**config.mk**
```make
export PLATFORM = sky130hd
export DESIGN_NAME = sorted_priority_queue_match
export DESIGN_NICKNAME = d
export VERILOG_FILES = /design/src/spqm_pkg.sv /design/src/spqm_datapath.sv /design/src/spqm_ctrl.sv /design/src/sorted_priority_queue_match.sv
export SDC_FILE = /design/constraint.sdc
export NUM_CORES = 2
export LEC_CHECK = 0
export ABC_AREA = 1
export BUFFER_PORTS_ARGS = -buffer_cell sky130_fd_sc_hd__buf_2
export CORE_ASPECT_RATIO = 0.8
export CORE_MARGIN = 1
export CORE_UTILIZATION = 40
export CTS_CLUSTER_SIZE = 30
export DETAILED_ROUTE_END_ITERATION = 16
export PLACE_DENSITY = 0.51
export SYNTH_ARGS = -nofsm -noshare
export SYNTH_HDL_FRONTEND = slang
export SYNTH_SLANG_ARGS = --single-unit
```
**constraint.sdc**
```tcl
create_clock -name clk_i -period 6.8 [get_ports clk_i]
set_clock_uncertainty 0.2 [all_clocks]
set_input_delay 0.68 -clock clk_i [delete_from_list [all_inputs] [get_ports clk_i]]
set_output_delay 0.68 -clock clk_i [all_outputs]
set_load 0.03 [all_outputs]
```
**src/spqm_pkg.sv**
```systemverilog
package spqm_pkg;

  localparam int unsigned SpqCapacity    = 16;
  localparam int unsigned SpqPayloadBits = 32;
  localparam int unsigned PrioW          = 8;
  localparam int unsigned DataW          = 32;

  typedef enum logic [1:0] {
    CMD_PUSH  = 2'd0,
    CMD_POP   = 2'd1,
    CMD_SEEK  = 2'd2,
    CMD_CLEAR = 2'd3
  } cmd_e;

  typedef enum logic [2:0] {
    CMP_EQ = 3'd0,
    CMP_NE = 3'd1,
    CMP_LE = 3'd2,
    CMP_GE = 3'd3,
    CMP_LT = 3'd4,
    CMP_GT = 3'd5
  } cmp_e;

  typedef enum logic [1:0] {
    STAT_OK   = 2'd0,
    STAT_MISS = 2'd1,
    STAT_FULL = 2'd2
  } status_e;

  typedef enum logic [1:0] {
    ROW_HOLD   = 2'd0,
    ROW_INSERT = 2'd1,
    ROW_ROTATE = 2'd2,
    ROW_DROP   = 2'd3
  } row_op_e;

  typedef enum logic [1:0] {
    CNT_HOLD = 2'd0,
    CNT_INC  = 2'd1,
    CNT_DEC  = 2'd2,
    CNT_CLR  = 2'd3
  } cnt_op_e;

  typedef struct packed {
    row_op_e row_op;
    cnt_op_e cnt_op;
    logic    load;
  } dp_cmd_t;

  typedef struct packed {
    logic head_match;
    logic full;
    logic empty;
  } dp_stat_t;

  function automatic logic prio_match(input logic [PrioW-1:0] p,
                                      input logic [PrioW-1:0] lim,
                                      input logic [2:0]       op);
    logic m;
    case (op)
      CMP_EQ:  m = (p == lim);
      CMP_NE:  m = (p != lim);
      CMP_LE:  m = (p <= lim);
      CMP_GE:  m = (p >= lim);
      CMP_LT:  m = (p < lim);
      CMP_GT:  m = (p > lim);
      default: m = 1'b0;
    endcase
    return m;
  endfunction

endpackage

```
**src/spqm_datapath.sv**
```systemverilog
module spqm_datapath #(
  parameter int unsigned CAPACITY     = spqm_pkg::SpqCapacity,
  parameter int unsigned PAYLOAD_BITS = spqm_pkg::SpqPayloadBits,
  parameter int unsigned CntW         = $clog2(CAPACITY + 1)
) (
  input  logic                           clk_i,
  input  logic                           rst_ni,
  input  spqm_pkg::dp_cmd_t              cmd_i,
  input  logic [spqm_pkg::PrioW-1:0]     prio_i,
  input  logic [2:0]                     op_i,
  input  logic [spqm_pkg::DataW-1:0]     data_i,
  output spqm_pkg::dp_stat_t             stat_o,
  output logic [PAYLOAD_BITS-1:0]        head_pay_o,
  output logic [CntW-1:0]                count_o
);
  import spqm_pkg::*;

  logic [PrioW-1:0]        prio_q [CAPACITY];
  logic [PrioW-1:0]        prio_d [CAPACITY];
  logic [PAYLOAD_BITS-1:0] pay_q  [CAPACITY];
  logic [PAYLOAD_BITS-1:0] pay_d  [CAPACITY];
  logic [CAPACITY-1:0]     ins;
  logic [CntW-1:0]         cnt_q, cnt_d;
  logic [PrioW-1:0]        req_prio_q;
  logic [2:0]              req_op_q;
  logic [63:0]             din_wide;
  logic [PAYLOAD_BITS-1:0] new_pay;

  assign din_wide = 64'(data_i);
  assign new_pay  = din_wide[PAYLOAD_BITS-1:0];

  for (genvar g = 0; g < CAPACITY; g++) begin : g_cell
    logic [PrioW-1:0]        prev_p, next_p;
    logic [PAYLOAD_BITS-1:0] prev_d, next_d;
    logic                    prev_ins;
    logic                    is_last;

    // Insertion point and everything behind it: entries with a greater priority
    // plus the free slots.
    assign ins[g] = ((CntW'(g) < cnt_q) && (prio_q[g] > prio_i)) || (CntW'(g) >= cnt_q);
    assign is_last = (CntW'(g + 1) == cnt_q);

    if (g == 0) begin : g_first
      assign prev_p   = prio_q[g];
      assign prev_d   = pay_q[g];
      assign prev_ins = 1'b0;
    end else begin : g_mid
      assign prev_p   = prio_q[g-1];
      assign prev_d   = pay_q[g-1];
      assign prev_ins = ins[g-1];
    end

    if (g == CAPACITY - 1) begin : g_tail
      assign next_p = prio_q[g];
      assign next_d = pay_q[g];
    end else begin : g_body
      assign next_p = prio_q[g+1];
      assign next_d = pay_q[g+1];
    end

    always_comb begin
      prio_d[g] = prio_q[g];
      pay_d[g]  = pay_q[g];
      case (cmd_i.row_op)
        ROW_INSERT: begin
          if (ins[g] && prev_ins) begin
            prio_d[g] = prev_p;
            pay_d[g]  = prev_d;
          end else if (ins[g]) begin
            prio_d[g] = prio_i;
            pay_d[g]  = new_pay;
          end
        end
        ROW_ROTATE: begin
          // wrap the head around to the last occupied slot
          if (is_last) begin
            prio_d[g] = prio_q[0];
            pay_d[g]  = pay_q[0];
          end else begin
            prio_d[g] = next_p;
            pay_d[g]  = next_d;
          end
        end
        ROW_DROP: begin
          prio_d[g] = next_p;
          pay_d[g]  = next_d;
        end
        default: ;
      endcase
    end
  end

  always_ff @(posedge clk_i) begin
    for (int i = 0; i < CAPACITY; i++) begin
      prio_q[i] <= prio_d[i];
      pay_q[i]  <= pay_d[i];
    end
    if (cmd_i.load) begin
      req_prio_q <= prio_i;
      req_op_q   <= op_i;
    end
  end

  always_comb begin
    case (cmd_i.cnt_op)
      CNT_INC: cnt_d = cnt_q + CntW'(1);
      CNT_DEC: cnt_d = cnt_q - CntW'(1);
      CNT_CLR: cnt_d = '0;
      default: cnt_d = cnt_q;
    endcase
  end

  always_ff @(posedge clk_i or negedge rst_ni) begin
    if (!rst_ni) begin
      cnt_q <= '0;
    end else begin
      cnt_q <= cnt_d;
    end
  end

  assign stat_o.head_match = prio_match(prio_q[0], req_prio_q, req_op_q);
  assign stat_o.full       = (cnt_q == CntW'(CAPACITY));
  assign stat_o.empty      = (cnt_q == '0);
  assign head_pay_o        = pay_q[0];
  assign count_o           = cnt_q;

endmodule

```
**src/spqm_ctrl.sv**
```systemverilog
module spqm_ctrl #(
  parameter int unsigned PAYLOAD_BITS = spqm_pkg::SpqPayloadBits,
  parameter int unsigned CntW         = 5
) (
  input  logic                       clk_i,
  input  logic                       rst_ni,
  input  logic                       in_valid_i,
  output logic                       in_ready_o,
  input  logic [1:0]                 cmd_i,
  output logic                       out_valid_o,
  input  logic                       out_ready_i,
  output logic [1:0]                 status_o,
  output logic [spqm_pkg::DataW-1:0] data_o,
  output spqm_pkg::dp_cmd_t          dp_cmd_o,
  input  spqm_pkg::dp_stat_t         dp_stat_i,
  input  logic [PAYLOAD_BITS-1:0]    head_pay_i,
  input  logic [CntW-1:0]            count_i
);
  import spqm_pkg::*;

  typedef enum logic {
    ST_IDLE,
    ST_SCAN
  } state_e;

  state_e             state_q;
  logic               valid_q;
  status_e            status_q;
  logic [DataW-1:0]   data_q;
  logic [CntW-1:0]    steps_q;
  logic               found_q;
  logic               pop_q;
  logic               accept;
  logic               hit;
  logic [63:0]        head_wide;

  assign in_ready_o  = (state_q == ST_IDLE) && (!valid_q || out_ready_i);
  assign accept      = in_valid_i && in_ready_o;
  assign hit         = !found_q && dp_stat_i.head_match;
  assign head_wide   = 64'(head_pay_i);
  assign out_valid_o = valid_q;
  assign status_o    = status_q;
  assign data_o      = data_q;

  always_comb begin
    dp_cmd_o.row_op = ROW_HOLD;
    dp_cmd_o.cnt_op = CNT_HOLD;
    dp_cmd_o.load   = 1'b0;
    case (state_q)
      ST_IDLE: begin
        if (accept) begin
          dp_cmd_o.load = 1'b1;
          case (cmd_e'(cmd_i))
            CMD_PUSH: begin
              if (!dp_stat_i.full) begin
                dp_cmd_o.row_op = ROW_INSERT;
                dp_cmd_o.cnt_op = CNT_INC;
              end
            end
            CMD_CLEAR: dp_cmd_o.cnt_op = CNT_CLR;
            default: ;
          endcase
        end
      end
      ST_SCAN: begin
        // on a pop, take the first match out of the row; otherwise keep rotating to restore order
        if (hit && pop_q) begin
          dp_cmd_o.row_op = ROW_DROP;
          dp_cmd_o.cnt_op = CNT_DEC;
        end else begin
          dp_cmd_o.row_op = ROW_ROTATE;
        end
      end
      default: ;
    endcase
  end

  always_ff @(posedge clk_i or negedge rst_ni) begin
    if (!rst_ni) begin
      state_q  <= ST_IDLE;
      valid_q  <= 1'b0;
      status_q <= STAT_OK;
      data_q   <= '0;
      steps_q  <= '0;
      found_q  <= 1'b0;
      pop_q    <= 1'b0;
    end else begin
      case (state_q)
        ST_IDLE: begin
          if (accept) begin
            data_q <= '0;
            case (cmd_e'(cmd_i))
              CMD_PUSH: begin
                valid_q  <= 1'b1;
                status_q <= dp_stat_i.full ? STAT_FULL : STAT_OK;
              end
              CMD_CLEAR: begin
                valid_q  <= 1'b1;
                status_q <= STAT_OK;
              end
              default: begin
                if (dp_stat_i.empty) begin
                  valid_q  <= 1'b1;
                  status_q <= STAT_MISS;
                end else begin
                  valid_q <= 1'b0;
                  state_q <= ST_SCAN;
                  steps_q <= count_i;
                  found_q <= 1'b0;
                  pop_q   <= (cmd_e'(cmd_i) == CMD_POP);
                end
              end
            endcase
          end else if (valid_q && out_ready_i) begin
            valid_q <= 1'b0;
          end
        end
        ST_SCAN: begin
          if (hit) begin
            found_q <= 1'b1;
            data_q  <= head_wide[DataW-1:0];
          end
          steps_q <= steps_q - CntW'(1);
          if (steps_q == CntW'(1)) begin
            state_q  <= ST_IDLE;
            valid_q  <= 1'b1;
            status_q <= (found_q || hit) ? STAT_OK : STAT_MISS;
          end
        end
        default: state_q <= ST_IDLE;
      endcase
    end
  end

endmodule

```
**src/sorted_priority_queue_match.sv**
```systemverilog
// Channel   Dir  Fields (low bit first)
// s_axis    in   tuser: cmd[1:0]; tdata: priority_req[7:0], compare_op[10:8], data_in[42:11]
// m_axis    out  tuser: status[1:0]; tdata: data_out[31:0], count[32 +: CntW]
//
// Push, clear, and pop or seek on an empty store: result in the cycle after acceptance.
// Pop and seek: the entry row rotates one slot a cycle past the single head comparator,
// so a scan brings every stored entry to the head in turn.
// One item in flight; the next is taken in the cycle its predecessor's result leaves.
// Reset empties the store at once; entry contents need no clearing.
// A stalled result holds in the output register until m_axis_tready.
module sorted_priority_queue_match #(
  parameter int unsigned CAPACITY     = spqm_pkg::SpqCapacity,
  parameter int unsigned PAYLOAD_BITS = spqm_pkg::SpqPayloadBits,
  localparam int unsigned CntW        = $clog2(CAPACITY + 1),
  localparam int unsigned OutW        = ((spqm_pkg::DataW + CntW + 7) / 8) * 8
) (
  input  logic            clk_i,
  input  logic            rst_ni,
  input  logic            s_axis_tvalid,
  output logic            s_axis_tready,
  input  logic [47:0]     s_axis_tdata,  // priority_req, compare_op, data_in
  input  logic [1:0]      s_axis_tuser,  // cmd
  output logic            m_axis_tvalid,
  input  logic            m_axis_tready,
  output logic [OutW-1:0] m_axis_tdata,  // data_out, count
  output logic [1:0]      m_axis_tuser   // status
);
  import spqm_pkg::*;

  dp_cmd_t                 dp_cmd;
  dp_stat_t                dp_stat;
  logic [PAYLOAD_BITS-1:0] head_pay;
  logic [CntW-1:0]         count;
  logic [DataW-1:0]        data_out;

  spqm_ctrl #(
    .PAYLOAD_BITS(PAYLOAD_BITS),
    .CntW        (CntW)
  ) u_ctrl (
    .clk_i      (clk_i),
    .rst_ni     (rst_ni),
    .in_valid_i (s_axis_tvalid),
    .in_ready_o (s_axis_tready),
    .cmd_i      (s_axis_tuser),
    .out_valid_o(m_axis_tvalid),
    .out_ready_i(m_axis_tready),
    .status_o   (m_axis_tuser),
    .data_o     (data_out),
    .dp_cmd_o   (dp_cmd),
    .dp_stat_i  (dp_stat),
    .head_pay_i (head_pay),
    .count_i    (count)
  );

  spqm_datapath #(
    .CAPACITY    (CAPACITY),
    .PAYLOAD_BITS(PAYLOAD_BITS),
    .CntW        (CntW)
  ) u_dp (
    .clk_i     (clk_i),
    .rst_ni    (rst_ni),
    .cmd_i     (dp_cmd),
    .prio_i    (s_axis_tdata[7:0]),
    .op_i      (s_axis_tdata[10:8]),
    .data_i    (s_axis_tdata[42:11]),
    .stat_o    (dp_stat),
    .head_pay_o(head_pay),
    .count_o   (count)
  );

  assign m_axis_tdata = OutW'({count, data_out});

endmodule

```
* Word level (Yosys, flattened, before mapping)
Memories as Yosys holds them, arrays and structs flattened.
Index checks and enable logic that the tools add are counted.
** Cells by class
- $lt $le $gt $ge :: 52
- Reductions and logical operators :: 67
- Mux-type cells :: 166
- Bitwise gates (word level) :: 3
- Add/sub/neg operators :: 3
- Equality and inequality tests :: 40
** Operators with widths (number)
- $mux 32 :: 49
- $pmux 32 s3 :: 15
- $mux 8 :: 47
- $pmux 8 s3 :: 15
- $gt 8x8->1 :: 17
- $pmux 32 s2 :: 2
- $eq 4x5->1 const A :: 8
- $ge 4x5->1 const A :: 8
- $lt 4x5->1 const A :: 8
- $logic_and 1x1->1 :: 36
- $eq 3x5->1 const A :: 4
- $ge 3x5->1 const A :: 4
- $lt 3x5->1 const A :: 4
- $mux 5 :: 4
- $logic_or 1x1->1 :: 18
- $mux 1 :: 16
- $pmux 8 s2 :: 1
- $pmux 5 s3 :: 1
- $mux 2 :: 6
- $pmux 2 s2 :: 3
- $eq 2x2->1 const B :: 5
- $eq 2x5->1 const A :: 2
- $ge 1x5->1 const A :: 2
- $ge 2x5->1 const A :: 2
- other kinds (36) :: 54
** Word-level totals
- Input bits :: 54
- Memory bits (writable) :: 640
- Logic and storage cells :: 343
- Memories kept :: 2
- Register bits after elaboration :: 59
** Memories
- u_dp.pay_q :: words 16, width 32, read ports 16, clocked after memory_dff 0, write ports 16, RTL line spqm_datapath.sv:20 : logic [PAYLOAD_BITS-1:0] pay_q [CAPACITY];
- u_dp.prio_q :: words 16, width 8, read ports 16, clocked after memory_dff 0, write ports 16, RTL line spqm_datapath.sv:18 : logic [PrioW-1:0] prio_q [CAPACITY];

* Depth between registers and ports, before layout
An unclocked memory read counts as a cell.
- Depth after elaboration :: 9
- Gate-level depth with buffers :: 21
- Gate-level depth less buffers :: 18

* Modules after synthesis
From an unflattened synthesis, not the netlist that was laid out.
** Second synthesis, totals
- Cells, all modules :: 6380
- Area total of the unflattened synthesis :: 47046.4 um^2
** Modules (own cells, without submodules)
- spqm_datapath :: cells an instance 6126, area an instance 44891.8 um^2, sequential area each 19673.9 um^2, instances 1
- spqm_ctrl :: cells an instance 250, area an instance 2128.3 um^2, sequential area each 1076.0 um^2, instances 1
- sorted_priority_queue_match :: cells an instance 4, area an instance 26.3 um^2, sequential area each 0.0 um^2, instances 1

* Worst setup path before layout
Ideal clock, no wire load.
- Kind :: input port to flip-flop
- Start :: in s_axis_tdata[7]
- End :: mem u_dp.pay_q[1][224] (netlist name) (enable)
- Required time :: 6149 ps
- Path buffers :: 2
- Arrival :: 4711 ps
- Cell stages on the path :: 11
- Setup time :: 451 ps
- Path slack :: 1438 ps
- Cells stage by stage :: inv_1 > clkbuf_1 > ha_1 > nand4_1 > inv_1 > nand3_1 > nor2_1 > o21ai_1 > clkbuf_1 > o211ai_1 > a21oi_1
** RTL lines
- from (decl) :: RTL line sorted_priority_queue_match.sv:21 : input logic [47:0] s_axis_tdata,
- to (decl) :: RTL line spqm_datapath.sv:20

==> impl_metrics.env <==
export IMPL_cts_buffers=84
export IMPL_postCtsSetupBuffers=0
export IMPL_die_w_um=394
export IMPL_initial_core_util=0.405
export IMPL_cts_buffer_depth=3
export IMPL_antenna_left=0
export IMPL_grt_overflow=0
export IMPL_grt_most_used_layer="met1"
export IMPL_core_area_um2=122000
export IMPL_totalWireLength_mm=218
export IMPL_drc_errors=0
export IMPL_synth_seq_cells=699
export IMPL_crit_fanout=38
export IMPL_cpLargestDelayFamily="buffers and inverters"
export IMPL_clock_root_buffer="clkbuf_16"
export IMPL_synth_area_um2=49200
export IMPL_crit_slowest_cell="dfrtp_1"
export IMPL_path_clk_slew_ns=0.06
export IMPL_crit_start="u_dp.count_o[0]"
export IMPL_endpoint="u_dp.pay_q[0][172]"
export IMPL_grt_start_max_net_pins=185
export IMPL_place_gp_congestion=0.877
export IMPL_viasPerCell=6.07
export IMPL_max_freq_ghz=0.199
export IMPL_cts_tree="done"
export IMPL_grt_pass1_wl_mm=314
export IMPL_placementRows=114
export IMPL_drive_gt1_frac=0.0606
export IMPL_synth_enable_flop_cells=651
export IMPL_clock_sinks=699
export IMPL_most_common_layout_cells="nand2_1 (2191), nand3_1 (1066), o21ai_0 (837), edfxtp_1 (651), a21oi_1 (284)"
export IMPL_use_met1=0.500
export IMPL_grt_use_met2=0.496
export IMPL_dieHeight_um=316
export IMPL_cp_depth=13
export IMPL_drv_slew=0
export IMPL_drt_pass1_iterations=8
export IMPL_rsz0062_at_grt="no"
export IMPL_synth_ff_type="edfxtp_1"
export IMPL_timing_setup_tns_ns=0
export IMPL_final_common_cell="nand2_1"
export IMPL_area_growth_syn_to_layout_pct=8.23
export IMPL_cap_violations=0
export IMPL_setup_viol=0
export IMPL_worst_r2r_cell_count=13
export IMPL_crit_chain="inv_1 > ha_1 > inv_1 > nor2_1 > a31oi_1 > nand3b_1 > nand3_4 > buf_4 > nand2_2 > buf_4 > nand2_1 > nand3_1 > nand3_1"
export IMPL_ff2ff_setup_slack_ns=1.78
export IMPL_grtUsageTotal=0.342
export IMPL_end_kind="flop"
export IMPL_finalCriticalPeriod_ns=5.02
export IMPL_status="finished, final reports clean"
export IMPL_htree_num_levels=3
export IMPL_stdcell_count=8136
export IMPL_fin_ws_ns=1.78
export IMPL_crit_arrival_ns=5.25
export IMPL_portBuffers=89
export IMPL_relSlewSlack=0.116
export IMPL_async_flop_share=0.0687
export IMPL_timing_rr_end="u_dp.pay_q[0][172]"
export IMPL_worst_slew_pin_slew_ns=1.33
export IMPL_setup_worst_path_class="flop to flop"
export IMPL_dp_hpwl_mm=129
export IMPL_timing_hold_worst_class="primary input to flop"
export IMPL_synthCells=6703
export IMPL_hold_viol=0
export IMPL_grtUsageMet3=0.0777
export IMPL_drtIter0Drc=6818
export IMPL_vias=49400
export IMPL_whs_ns=0.0799
export IMPL_clkLatencyLatePin_ns=0.72
export IMPL_dieArea_um2=125000
export IMPL_start_kind="flop"
export IMPL_r2r_start="u_dp.count_o[0]"
export IMPL_max_stage_delay_ns=0.78
export IMPL_ys_warn_count=0
export IMPL_dp_cells=7960
export IMPL_fillers=12200
export IMPL_path_buf_inv=4
export IMPL_yosys_cell_types_count=37
export IMPL_layout_nets=6633
export IMPL_synth_yosys_seq_area_share=0.421
export IMPL_grt_pass1_vias=43800
export IMPL_syn_area_per_cell_um2=7.35
export IMPL_cts_resized_gates=0
export IMPL_io_pins=98
export IMPL_crit_required_ns=7.04
export IMPL_avgRoutedWirePerCell_um=26.8
export IMPL_antenna_found_initial=25
export IMPL_dp_slack_ns=1.96
export IMPL_fin_crit_sh=0.738
[worst min path at each step]
stage	endpoint	slack [ns]	start	depth (start not counted)
2_1_floorplan	u_ctrl.data_o[0]	0.18	rst_ni	0
3_3_place_gp	u_ctrl.status_o[0]	0.29	u_ctrl.status_o[0]	2
3_5_place_dp	u_ctrl.status_o[0]	0.28	u_ctrl.status_o[0]	2
4_1_cts	u_ctrl.out_valid_o	0.03	m_axis_tready	4
5_1_grt	u_ctrl.out_valid_o	0.07	m_axis_tready	4
6_report	u_ctrl.out_valid_o	0.08	m_axis_tready	4
[state kept, by name, summed over array words and instances, names as in the netlist]
| register | flops |
|---|---|
| u_dp.count_o | 5 |
| u_dp.req_op_q | 3 |
| u_dp.req_prio_q | 8 |
| u_ctrl.state_q | 1 |
| u_ctrl.data_o | 32 |
| u_dp.prio_q | 128 |
| u_dp.pay_q | 512 |
| u_ctrl.status_o | 2 |
| u_ctrl.steps_q | 5 |
| u_ctrl.pop_q | 1 |
| u_ctrl.out_valid_o | 1 |
| u_ctrl.found_q | 1 |
[Yosys cell counts (all sizes together) (2+ instances only)]
| cell | instances | area, µm² |
|---|---|---|
| a21oi | 286 | 1440 |
| a31oi | 42 | 263 |
| buf | 273 | 1410 |
| clkbuf | 309 | 1160 |
| dfrtp | 48 | 1200 |
| edfxtp | 651 | 19500 |
| ha | 146 | 1830 |
| inv | 305 | 1140 |
| nand2 | 2216 | 8330 |
| nand3 | 1074 | 5380 |
| nand3b | 282 | 2120 |
| nand4 | 5 | 31.3 |
| nor2 | 100 | 393 |
| nor3 | 2 | 10.0 |
| nor4 | 2 | 12.5 |
| o211ai | 50 | 375 |
| o21ai | 894 | 4480 |
| o221ai | 2 | 17.5 |
| o22ai | 2 | 12.5 |
| o31ai | 2 | 15.0 |
| xor2 | 6 | 52.6 |
[worst register-to-register path, stage by stage (launching register included)]
cell and delay, ns:
dfrtp_1 0.78, inv_1 0.35, ha_1 0.31, inv_1 0.26, nor2_1 0.17, a31oi_1 0.60
nand3b_1 0.36, nand3_4 0.27, buf_4 0.45, nand2_2 0.16, buf_4 0.51, nand2_1 0.13
nand3_1 0.10, nand3_1 0.10
[final cells by class]
type                    count  area, µm²  area share
well taps                1624       2030      0.0381
multi-input cells        5119      25100       0.471
diodes                     12       30.0    0.000563
clock inverters            41        251     0.00472
inverters                 305       1170      0.0219
repair buffers            224       1710      0.0321
clock buffers             112       2230      0.0418
flip-flops and latches    699      20800       0.389
[through the flow]
stage | util | cell area, µm²
final | 0.439 | 53300
after detailed placement | 0.417 | 50700
after global routing | 0.438 | 53300
after global placement | 0.417 | 50700
after floorplan | - | 49300
after CTS | 0.438 | 53300
[per-layer routing]
| metal | part of all wire | wire length [µm] |
|---|---|---|
| met1 | 0.43 | 94500 |
| met2 | 0.41 | 90200 |
| met5 | 0.00019 | 42 |
| met3 | 0.12 | 26000 |
| met4 | 0.034 | 7410 |
[cell families (layout without fill, tap and decap cells)]
kind of cell | count (synthesis) | after routing | synth area share
AO/OA/AOI/OAI | 1282 | 1282 | 0.135
XOR/XNOR | 7 | 7 | 0.00124
adder cells (fa/ha/maj) | 146 | 146 | 0.0371
buffers and inverters | 887 | 682 | 0.0755
flip-flops | 699 | 699 | 0.421
other | 1 | 15 | 0.0000761
AND/OR/NAND/NOR | 3681 | 3681 | 0.330
[repair_timing]
item | in CTS | in global routing
endpoints found under the setup margin | 0 | 0
endpoints found under the hold margin | 58 | 0
hold buffers | 11 | 0
Power is left out: the tool's default activity adds up to more than one toggle a clock period on the data nets, which glitch-free logic cannot reach.
